`config.mk`:
```
export PLATFORM = sky130hd
export DESIGN_NAME = gtl_ctrl
export DESIGN_NICKNAME = d
export VERILOG_FILES = /design/src/hdl/gtl_pkg.sv /design/src/hdl/gtl_ctrl.sv
export SDC_FILE = /design/constraint.sdc
export NUM_CORES = 1
export LEC_CHECK = 0
export ABC_AREA = 1
export BUFFER_PORTS_ARGS = -buffer_cell sky130_fd_sc_hd__buf_2
export CAP_MARGIN = 20
export CORE_AREA = 2 2 39 41
export CTS_CLUSTER_SIZE = 16
export DETAILED_ROUTE_END_ITERATION = 8
export DIE_AREA = 0 0 41 43
export GPL_TIMING_DRIVEN = 0
export HOLD_SLACK_MARGIN = 0.08
export MAX_ROUTING_LAYER = met4
export PLACE_DENSITY = 0.55
export RECOVER_POWER = 25
export SYNTH_ARGS = -nofsm -noshare
export SYNTH_HDL_FRONTEND = slang
export SYNTH_SLANG_ARGS = --single-unit
```
`constraint.sdc`:
```
create_clock -name clk -period 0.98 [get_ports clk]
set_input_delay 0.147 -clock clk [delete_from_list [all_inputs] [get_ports clk]]
set_output_delay 0.147 -clock clk [all_outputs]
set_load 0.005 [all_outputs]
```
`src/hdl/gtl_pkg.sv`:
```
`timescale 1ns / 1ps
// Package for the glyph table lookup block.
// Field widths, register indexes, metric record and controller/datapath bundles.
package gtl_pkg;

    localparam int TABLE_DEPTH_DEFAULT = 1024;

    localparam int ACTION_W       = 1;
    localparam int ENTRY_INDEX_W  = 10;
    localparam int CODE_POINT_W   = 21;
    localparam int DIM_W          = 16;
    localparam int OFFSET_W       = 8;
    localparam int GLYPH_INDEX_W  = 10;
    localparam int ENTRY_COUNT_W  = 11;
    localparam int CFG_INDEX_W    = 1;
    localparam int CFG_DATA_W     = 11;

    localparam logic [CFG_INDEX_W-1:0] CFG_CONTINUOUS_MODE = 1'd0;
    localparam logic [CFG_INDEX_W-1:0] CFG_ENTRY_COUNT     = 1'd1;

    localparam logic [ACTION_W-1:0] ACTION_LOAD   = 1'b0;
    localparam logic [ACTION_W-1:0] ACTION_LOOKUP = 1'b1;

    typedef struct packed {
        logic        [DIM_W-1:0]    width;
        logic        [DIM_W-1:0]    height;
        logic signed [OFFSET_W-1:0] offset_x;
        logic signed [OFFSET_W-1:0] offset_y;
        logic signed [OFFSET_W-1:0] advance;
    } gtl_metric_t;

    typedef struct packed {
        logic capture;
        logic write_entry;
        logic read_first;
        logic search_read;
        logic search_update;
        logic take_mid;
        logic take_diff;
        logic metric_read;
        logic out_load;
        logic out_hit;
    } gtl_cmd_t;

    typedef struct packed {
        logic in_lookup;
        logic count_zero;
        logic continuous;
        logic cont_hit;
        logic cmp_less;
        logic cmp_greater;
        logic exhausted;
        logic out_free;
    } gtl_status_t;

endpackage

```
`src/hdl/gtl_ctrl.sv`:
```
`timescale 1ns / 1ps
// Controller state machine for the glyph table lookup block.
// Depends on gtl_pkg for the command and status bundles.
module gtl_ctrl (
    input  logic                  clk,
    input  logic                  rst_n,
    input  logic                  in_valid,
    input  gtl_pkg::gtl_status_t  status,
    output gtl_pkg::gtl_cmd_t     cmd,
    output logic                  busy
);
    import gtl_pkg::*;

    typedef enum logic [2:0] {
        ST_IDLE,
        ST_C_READ,
        ST_C_CHECK,
        ST_S_READ,
        ST_S_CHECK,
        ST_M_READ,
        ST_DONE_HIT,
        ST_DONE_MISS
    } state_t;

    state_t state_reg;
    state_t state_next;

    always_comb
    begin
        state_next = state_reg;
        cmd        = '0;
        case (state_reg)
            ST_IDLE:
            begin
                if (in_valid)
                begin
                    cmd.capture     = 1'b1;
                    cmd.write_entry = !status.in_lookup;
                    if (!status.in_lookup || status.count_zero)
                        state_next = ST_DONE_MISS;
                    else if (status.continuous)
                        state_next = ST_C_READ;
                    else
                        state_next = ST_S_READ;
                end
            end
            ST_C_READ:
            begin
                cmd.read_first = 1'b1;
                state_next     = ST_C_CHECK;
            end
            ST_C_CHECK:
            begin
                if (status.cont_hit)
                begin
                    cmd.take_diff = 1'b1;
                    state_next    = ST_M_READ;
                end
                else
                    state_next = ST_DONE_MISS;
            end
            ST_S_READ:
            begin
                cmd.search_read = 1'b1;
                state_next      = ST_S_CHECK;
            end
            ST_S_CHECK:
            begin
                if (!status.cmp_less && !status.cmp_greater)
                begin
                    cmd.take_mid = 1'b1;
                    state_next   = ST_M_READ;
                end
                else
                begin
                    cmd.search_update = 1'b1;
                    state_next = status.exhausted ? ST_DONE_MISS : ST_S_READ;
                end
            end
            ST_M_READ:
            begin
                cmd.metric_read = 1'b1;
                state_next      = ST_DONE_HIT;
            end
            ST_DONE_HIT:
            begin
                if (status.out_free)
                begin
                    cmd.out_load = 1'b1;
                    cmd.out_hit  = 1'b1;
                    state_next   = ST_IDLE;
                end
            end
            ST_DONE_MISS:
            begin
                if (status.out_free)
                begin
                    cmd.out_load = 1'b1;
                    state_next   = ST_IDLE;
                end
            end
            default:
            begin
                state_next = ST_IDLE;
            end
        endcase
    end

    always_ff @(posedge clk or negedge rst_n)
    begin
        if (!rst_n)
            state_reg <= ST_IDLE;
        else
            state_reg <= state_next;
    end

    assign busy = (state_reg != ST_IDLE);

endmodule

```
==> results of run 1 <==
[worst paths after layout]
check | startpoint | to | slack, ns | cells after the start
max | state_reg[0] | cmd[8] | -0.32 | 4
min | status[0] | state_reg[2] | 0.24 | 4
max reg2reg | state_reg[0] | state_reg[1] | -0.28 | 7
min reg2reg | state_reg[0] | state_reg[0] | 0.67 | 2
max in group asynchronous | rst_n | state_reg[1] | 0.54 | 2
min in group asynchronous | rst_n | state_reg[2] | 0.27 | 2
[what timing repair did]
action / in CTS / in global routing
hold buffers: 1 / 0
pin swaps: 5 / 6
setup endpoints to repair: 14 / 14
buffers inserted: 7 / 4
gates resized for setup: 7 / 9
hold endpoints to repair: 3 / 0
[layer usage]
| layer | up-vias | GRT usage [%] | part of all wire, % | wire [um] |
|---|---|---|---|---|
| li1 | 233 | - | - | - |
| met1 | 199 | 13.8 | 36 | 340 |
| met2 | 9 | 20.3 | 59 | 561 |
| met3 | 0 | 0.524 | 5.3 | 50 |
| met4 | 0 | 6.00 | 0 | 0 |
| met5 | - | - | 0 | 0 |
[power by group through the flow]
| stage | Combinational, mW | Clock (mW) | Sequential (mW) |
|---|---|---|---|
| detailed placement | 0.765 | 0 | 0.330 |
| global placement | 0.747 | 0 | 0.332 |
| floorplan | 0.527 | 0 | 0.310 |
| finish | 1.25 | 0.209 | 0.345 |
| CTS | 1.07 | 0.221 | 0.325 |
| global route | 1.41 | 0.222 | 0.357 |
[layout make-up]
type	instances	area, sq um	share of cell area (%)
Multi-Input combinational cell	35	225	37.0
Timing Repair Buffer	32	200	32.9
Sequential cell	3	78.8	12.9
Inverter	15	58.8	9.65
Clock buffer	4	26.3	4.31
Tap cell	16	20.0	3.29
[cells in the final DEF (no fill, tap or decap), drive strengths merged]
master and count:
o21bai 1, xor2 1, o21ai 2, nand3 6, nor3 3, dfrtp 3
nor2 10, buf 30, dlygate4sd3 1, nand2 11, clkbuf 5, nor4 1
inv 15
[cell families (layout without fill, tap and decap cells)]
| group | after synthesis | in the layout | synth area share (%) |
|---|---|---|---|
| flops | 3 | 3 | 24.1 |
| compound gates | 3 | 3 | 6.83 |
| simple gates | 31 | 31 | 48.2 |
| buf+inv | 15 | 51 | 18.1 |
| xor+xnor | 1 | 1 | 2.81 |
[worst min-delay path, cell delays in order]
cell	delay (ns)
buf_2	0.09
nor2_2	0.04
inv_1	0.07
nand2_1	0.07
[through the flow]
| stage | power, mW | TNS, ns | cells | setup slack, ns |
|---|---|---|---|---|
| final | 1.81 | -3.50 | 105 | -0.323 |
| after global routing | 1.98 | -4.35 | 105 | -0.372 |
| after CTS | 1.62 | -3.35 | 102 | -0.307 |
| after detailed placement | 1.10 | -0.760 | 90 | -0.122 |
| after global placement | 1.08 | -0.710 | 90 | -0.113 |
| after floorplan | 0.836 | 0 | 53 | 0.000380 |
==> impl_results.md, run 1 <==
- Nets: 101
- Sequential share of power: 19.1%
- Die area: 1760 sq um
- Post-synth top cells: 14 x inv_1, 9 x nand2_1, 8 x nor2_1, 5 x nand3_1
- Crit-path max FO: 5
- Syn_nets: 64
- Number of fill cells in the layout: 161
- Max reg flops: 3
- Cells after Synth: 53
- Switching Fraction: 44.9%
- Top_reg_cell synth: dfrtp_1
- Initial Util: 22.5%
- Clock power frac: 11.6%
- Power Dens Cells: 2960 nW/um^2
- WL/cell: 9.06 um
- N_diodes: 0
- Slew Limit Fails: 0
- Clock Latency Late Sink: 0.23 ns
- Total track usage: 12.1%
- Post-synth EDFFs: 0
- Crit path cell chain: nor2_4 -> nand2_2 -> nor3_2 -> buf_2
- Register area share after synthesis: 24.1%
- Clk_skew: 0.00246 ns
- Yosys cell types: 16
- H-tree levels: 1
- Post-synth top area cell: dfrtp_1
- DR pass1 iterations: 2
- Total gr overflow: 0
- Critical Path Sink Type: output port
- HP Class: in -> reg
- DPL Wire Length: 664 um
- Top-area cell type share of the netlist area: 24.1%
- Largest net degree at the start of global routing: 7
- Clock tree root driver cell: clkbuf_4
- Total CTS buffers: 3
- CP top delay family: flip-flops
- Combinational share of power: 69.3%
- Clk pin slew, worst setup/hold paths: 0.04 ns
- DP Area: 443 sq um
- Fin Hold WS: 0.242 ns
- Row count: 14
- Failing checks: negative setup slack
- IO Pins: 22
- Final Util: 44.0%
- Top cells by area, synth: dfrtp_1 24%, inv_1 17%, nand2_1 11%, nor2_1 9.6%, nand3_1 8.0%
- Die Width: 41 um
- PortBufs: 21
- Yosys reg bits: 3
- Via count: 441
- Core Region: 1380 sq um
- First-pass GRT wire length: 1470 um
- Synth warn: 0
- Ratio of cells with drive above 1 in the final layout: 58.4%
- DR DRC count: 0
- RSZ-0062 raised after global routing: true
- Vias in the first global route: 395
- Max-slew headroom: 87.2%
- WL final: 951 um
- Worst Slack Setup Final: -0.323 ns
- Minimum clock period: 1.30 ns
- Setup violators final: 14
- Clk buf depth: 2
- CP peak stage delay: 0.45 ns
- Initial antenna violation count: 0
- Status: finished with violations
- Via density per instance: 4.20
- Syn Std Cell Area: 312 sq um
- Leakage power total: 0.365 nW
- Number of max-cap violations: 0
- Worst Path Required: 0.83 ns
- Critical Path Start Type: flip-flop
- Slew @ Worst Pin: 0.190 ns
- Setup CP Type: reg -> out
- CTS tree: built
- Final Cycle Share: 133%
- Syn Area/Cell: 5.88 sq um
- Most common cell in the netlist: inv_1
- CP max-delay cell: dfrtp_2
- Num Clock Sinks: 3
- Peak supply drop: 1.55 mV
- Int Power: 0.996 mW
- Synth async-reset ratio: 100%
- CP bufs+invs: 1
- Routed Antenna Nets: 0
- NetSw: 0.810 mW
- DRT iter0 DRCs: 1
- Crit path DAT: 1.16 ns
- Die Span Y: 43 um
- Area Overhead vs Synth: 95.6%
- Routability-driven placement congestion ratio: 0.794
- FMAX: 0.767 GHz
- Fin area: 609 sq um
- Hold Violations, Final: 0
No activity file was read; power rests on OpenSTA's default activity.
==> run 2: changes to the inputs <==
SKIP_LAST_GASP = 1   (was default)
==> run 2 against run 1 <==
Effect of this change:
- the flow still finishes with violations (negative setup slack)
- first-iteration DRC count did not move
- global-route usage did not move
- die area did not move
- clock power barely moved
- core utilization did not move
- power did not move
- non-clock buffer count did not move
- critical path type unchanged
- largest cell class unchanged
==> impl_results.md, run 2 (synthesis gave the netlist of run 1 again) <==
- Nets: 101 (unchanged)
- FMAX: 0.767 GHz (unchanged)
- HP Class: in -> reg (unchanged)
- Clk buf depth: 2 (unchanged)
- Total CTS buffers: 3 (unchanged)
- Die Width: 41 um (unchanged)
- Final Util: 44.0% (unchanged)
- Clock Latency Late Sink: 0.23 ns (about the same)
- Largest net degree at the start of global routing: 7 (unchanged)
- CP peak stage delay: 0.45 ns (about the same)
- PortBufs: 21 (unchanged)
- DRT iter0 DRCs: 1 (unchanged)
- Cell Count, Final, Fillers Out: 105 (unchanged)
- Core Region: 1380 sq um (unchanged)
- Peak supply drop: 1.55 mV (unchanged)
- First-pass GRT wire length: 1470 um (unchanged)
- CP max-delay cell: dfrtp_2 (unchanged)
- Most common cell after layout, fill and taps aside: buf_2 (unchanged)
- Vias in the first global route: 395 (unchanged)
- Initial antenna violation count: 0 (unchanged)
- Critical Path Start Type: flip-flop (unchanged)
- H-tree levels: 1 (unchanged)
- WL/cell: 9.06 um (unchanged)
- Total gr overflow: 0 (unchanged)
- Sum Neg Setup Slack: -3.50 ns (unchanged)
- Crit-path max FO: 5 (unchanged)
- Ratio of cells with drive above 1 in the final layout: 58.4% (unchanged)
- Worst Path Required: 0.83 ns (about the same)
- Leakage power total: 0.365 nW (unchanged)
- IO Pins: 22 (unchanged)
- Slew @ Worst Pin: 0.190 ns (unchanged)
- WL final: 951 um (unchanged)
- Number of fill cells in the layout: 161 (unchanged)
- Worst Slack Setup Final: -0.323 ns (unchanged)
- CP startpoint: state_reg[0] (unchanged)
- CP bufs+invs: 1 (unchanged)
- Final Cycle Share: 133% (unchanged)
- RR Endpoint: state_reg[1] (unchanged)
- Routability-driven placement congestion ratio: 0.794 (unchanged)
- Num Clock Sinks: 3 (unchanged)
- Critical Path Stages: 4 (unchanged)
- DR pass1 iterations: 2 (unchanged)
- Commonest non-fill, non-tap cells in the layout: 20 x buf_2, 12 x inv_1, 8 x nand2_1, 8 x nor2_1, 7 x buf_4 (unchanged)
- Clk pin slew, worst setup/hold paths: 0.04 ns (about the same)
- RSZ-0062 raised after global routing: true (unchanged)
- Dpl ws: -0.122 ns (unchanged)
- Power Dens Cells: 2960 nW/um^2 (unchanged)
- R2R setup slack: -0.28 ns (about the same)
- Max-slew headroom: 87.2% (unchanged)
- Total track usage: 12.1% (unchanged)
- Failing checks: negative setup slack (unchanged)
- CP top delay family: flip-flops (unchanged)
- Clk_skew: 0.00246 ns (unchanged)
- Via count: 441 (unchanged)
- Status: finished with violations (unchanged)
- Number of max-cap violations: 0 (unchanged)
- Slew Limit Fails: 0 (unchanged)
- Initial Util: 22.5% (unchanged)
- Die area: 1760 sq um (unchanged)
- End of the critical path: cmd[8] (unchanged)
- Area Overhead vs Synth: 95.6% (unchanged)
- Critical Path Sink Type: output port (unchanged)
- Crit path cell chain: nor2_4 -> nand2_2 -> nor3_2 -> buf_2 (unchanged)
- DR DRC count: 0 (unchanged)
- Via density per instance: 4.20 (unchanged)
- Routed Antenna Nets: 0 (unchanged)
- Setup CP Type: reg -> out (unchanged)
- Clock tree root driver cell: clkbuf_4 (unchanged)
- Max reg flops: 3 (unchanged)
- Worst reg2reg path depth: 7 (unchanged)
- Minimum clock period: 1.30 ns (unchanged)
- Crit path DAT: 1.16 ns (about the same)
- DPL Wire Length: 664 um (unchanged)
- N_diodes: 0 (unchanged)
- Setup violators final: 14 (unchanged)
- Fin Hold WS: 0.242 ns (unchanged)
- FF-to-FF Start: state_reg[0] (unchanged)
- Die Span Y: 43 um (unchanged)
- CTS tree: built (unchanged)
- Placed Cells: 90 (unchanged)
- Hold Violations, Final: 0 (unchanged)
- Row count: 14 (unchanged)
-- run 2: cell counts in the layout (fill, tap and decap cells not counted) --
Identical to the previous run, type by type.
-- run 2: cell type report --
type	count	area, sq um	share of cell area [%]
Clock buffer	4	26.3	4.31
Inverter	15	58.8	9.65
Multi-Input combinational cell	35	225	37.0
Sequential cell	3	78.8	12.9
Tap cell	16	20.0	3.29
Timing Repair Buffer	32	200	32.9
-- run 2: what timing repair did --
action,CTS,global route
hold buffers,1,0
setup buffers,7,4
setup endpoints to repair,14,14
cloned,0,0
gates resized for setup,6,10
endpoints found under the hold margin,3,0
pin swaps,5,6
-- run 2: worst min path at each step --
stage / from / end / slack (ns) / cells past startpoint
final: status[0] / state_reg[2] / 0.24 / 4
after floorplan: rst_n / state_reg[0] / -0.15 / 0
after detailed placement: rst_n / state_reg[2] / -0.06 / 1
after global routing: status[0] / state_reg[2] / 0.30 / 4
after CTS: status[0] / state_reg[2] / 0.21 / 4
after global placement: rst_n / state_reg[0] / -0.06 / 1
-- run 2: power by group --
group / switching [mW] / internal (mW) / total, mW
clock network: 0.0571 / 0.152 / 0.209
logic: 0.616 / 0.636 / 1.25
registers: 0.138 / 0.208 / 0.345
total: 0.810 / 0.996 / 1.81
-- run 2: layer usage --
metal	vias up	routed length, um	part of all wire, %	GRT usage, %
li1	233	-	-	-
met1	199	340	36	13.8
met2	9	561	59	20.3
met3	0	50	5.3	0.524
met4	0	0	0	6.00
met5	-	0	0	-
-- run 2: worst min-delay path, stage by stage --
cell and delay [ns]:
buf_2 0.09, nor2_2 0.04, inv_1 0.07, nand2_1 0.07
-- run 2: through the flow --
stage,area (sq um),power (mW)
after detailed placement,443,1.10
final,609,1.81
after CTS,552,1.61
after global routing,609,1.98
after floorplan,318,0.836
after global placement,443,1.08
==> run 3: changes to the inputs <==
PLACE_DENSITY = 0.48   (was 0.55)
clock period = 1.3 ns   (was 0.98 ns; I/O delays follow)
==> run 3 against run 2 <==
Effect of this change:
- the run still ends with negative setup slack left
- first-iteration DRC count down 100%
- register-to-register slack better by 0.43 ns
- clock-buffer cell count unchanged
- largest power group unchanged
==> impl_results.md, run 3 (synthesis gave the netlist of run 1 again) <==
- Tot Pwr: 1.09 mW (was 1.81 mW)
- Row count: 14 (unchanged)
- Worst reg2reg path depth: 6 (was 7)
- Initial antenna violation count: 0 (unchanged)
- Num Clock Sinks: 3 (unchanged)
- Max reg flops: 3 (unchanged)
- First-pass GRT wire length: 1190 um (was 1470 um)
- Slew Limit Fails: 0 (unchanged)
- Crit-path max FO: 5 (unchanged)
- Slew @ Worst Pin: 0.171 ns (was 0.190 ns)
- WL final: 800 um (was 951 um)
- Clock Latency Late Sink: 0.23 ns (about the same)
- Number of max-cap violations: 0 (unchanged)
- Total track usage: 10.5% (was 12.1%)
- RR Endpoint: state_reg[1] (unchanged)
- Die Span Y: 43 um (unchanged)
- Total CTS buffers: 3 (unchanged)
- Via density per instance: 3.92 (was 4.20)
- Worst Path Required: 1.11 ns (was 0.83 ns)
- CP max-delay cell: dfrtp_2 (unchanged)
- N_diodes: 0 (unchanged)
- Crit path DAT: 1.12 ns (was 1.16 ns)
- Final Util: 37.9% (was 44.0%)
- Setup violators final: 1 (was 14)
- CTS tree: built (unchanged)
- CP bufs+invs: 1 (unchanged)
- Hold Startpoint: status[0] (unchanged)
- Hold EP: state_reg[2] (unchanged)
- Hold Violations, Final: 0 (unchanged)
- Failing checks: negative setup slack (unchanged)
- Critical Path Start Type: flip-flop (unchanged)
- Setup CP Type: reg -> out (unchanged)
- Max-slew headroom: 88.5% (was 87.2%)
- Power Dens Cells: 2080 nW/um^2 (was 2960 nW/um^2)
- IO Pins: 22 (unchanged)
- Met1 usage in global routing: 10.0% (was 13.8%)
- R2R setup slack: 0.15 ns (was -0.28 ns)
- Final Cycle Share: 101%
- Peak supply drop: 0.817 mV (was 1.55 mV)
- DRT iter0 DRCs: 0 (was 1)
- FMAX: 0.762 GHz
- Placed Cells: 90 (unchanged)
- Largest net degree at the start of global routing: 7 (unchanged)
- Worst Slack Setup Final: -0.0123 ns (was -0.323 ns)
- WL/cell: 8.08 um (was 9.06 um)
- Hold Path Depth: 4 (unchanged)
- PortBufs: 21 (unchanged)
- Nets: 95 (was 101)
- Routed Antenna Nets: 0 (unchanged)
- Clk buf depth: 2 (unchanged)
- HP Class: in -> reg (unchanged)
- Status: finished with violations (unchanged)
- GRT Max-Usage Layer: met2 (unchanged)
- Core Region: 1380 sq um (unchanged)
- H-tree levels: 1 (unchanged)
- DPL Wire Length: 637 um (was 664 um)
- Cell Count, Final, Fillers Out: 99 (was 105)
- M2 GR Usage: 17.5% (was 20.3%)
- Ratio of cells with drive above 1 in the final layout: 50.6% (was 58.4%)
- Initial Util: 22.5% (unchanged)
- Area Overhead vs Synth: 68.3% (was 95.6%)
- Met3 Use GR: 0% (was 0.524%)
- DR pass1 iterations: 1 (was 2)
- Crit path cell chain: nor2_4 -> nand2_2 -> nor3_2 -> buf_2 (unchanged)
- CP top delay family: flip-flops (unchanged)
- Most common cell after layout, fill and taps aside: buf_2 (unchanged)
- Clock tree root driver cell: clkbuf_4 (unchanged)
- Clk pin slew, worst setup/hold paths: 0.04 ns (about the same)
- Leakage power total: 0.324 nW (was 0.365 nW)
- Die area: 1760 sq um (unchanged)
- Minimum clock period: 1.31 ns
- Critical Path Sink Type: output port (unchanged)
- RSZ-0062 raised after global routing: true (unchanged)
- FF-to-FF Start: state_reg[0] (unchanged)
- Vias in the first global route: 344 (was 395)
- Clk_skew: 0.0000719 ns (was 0.00246 ns)
- Total gr overflow: 0 (unchanged)
- Die Width: 41 um (unchanged)
- DR DRC count: 0 (unchanged)
- Via count: 388 (was 441)
- Commonest non-fill, non-tap cells in the layout: 20 x buf_2, 12 x inv_1, 9 x nand2_1, 8 x nor2_1, 5 x nand3_1 (was 20 x buf_2, 12 x inv_1, 8 x nand2_1, 8 x nor2_1, 7 x buf_4)
- Routability-driven placement congestion ratio: 0.683 (was 0.794)
- CP peak stage delay: 0.44 ns (was 0.45 ns)
## run 3: cell types whose count changed in the layout (fill, tap and decap cells not counted), sizes merged
cell,previous run,this run
buf,30,24
## run 3: stage by stage
step	area [sq um]	hold slack, ns	setup slack, ns	TNS, ns
finish	524	0.254	-0.0123	-0.0123
global route	524	0.296	-0.104	-0.391
CTS	513	0.249	-0.0197	-0.0384
detailed placement	437	-0.00551	0.105	0
global placement	437	-0.00788	0.109	0
floorplan	312	-0.101	0.230	0
## run 3: area by class of cell
class	count	area, sq um
clock buffers	4	26.3
fillers	170	860
inverters	15	58.8
multi-input cells	35	196
flip-flops and latches	3	78.8
well taps	16	20.0
repair buffers	26	144
## run 3: timing repair
| action | 4_1_cts | 5_1_grt |
|---|---|---|
| hold buffers | 1 | 0 |
| pin swaps | 1 | 1 |
| setup endpoints to repair | 8 | 9 |
| cloned | 0 | 0 |
| setup buffers | 3 | 1 |
| gates resized for setup | 7 | 2 |
| endpoints found under the hold margin | 3 | 0 |
## run 3: worst max path at each step
stage	startpoint	to	slack, ns	cells after the start
2_1_floorplan	state_reg[1]	cmd[8]	0.23	3
3_3_place_gp	state_reg[1]	cmd[8]	0.11	4
3_5_place_dp	state_reg[1]	cmd[8]	0.11	4
4_1_cts	state_reg[0]	cmd[3]	-0.02	4
5_1_grt	state_reg[0]	cmd[8]	-0.10	4
6_report	state_reg[0]	cmd[8]	-0.01	4
## run 3: power by group
part	internal, mW	switching, mW
clock	0.115	0.0467
sequential	0.157	0.107
combinational	0.313	0.354
total	0.584	0.508
## run 3: metal layers
| layer | vias up | share of wire (%) |
|---|---|---|
| li1 | 219 | - |
| met1 | 157 | 39 |
| met2 | 12 | 55 |
| met3 | 0 | 6.5 |
| met4 | 0 | 0 |
| met5 | - | 0 |
## run 3: worst min-delay path, cell delays in order
cell and delay [ns]:
buf_2 0.09, nor2_2 0.04, inv_1 0.06, nand2_1 0.06
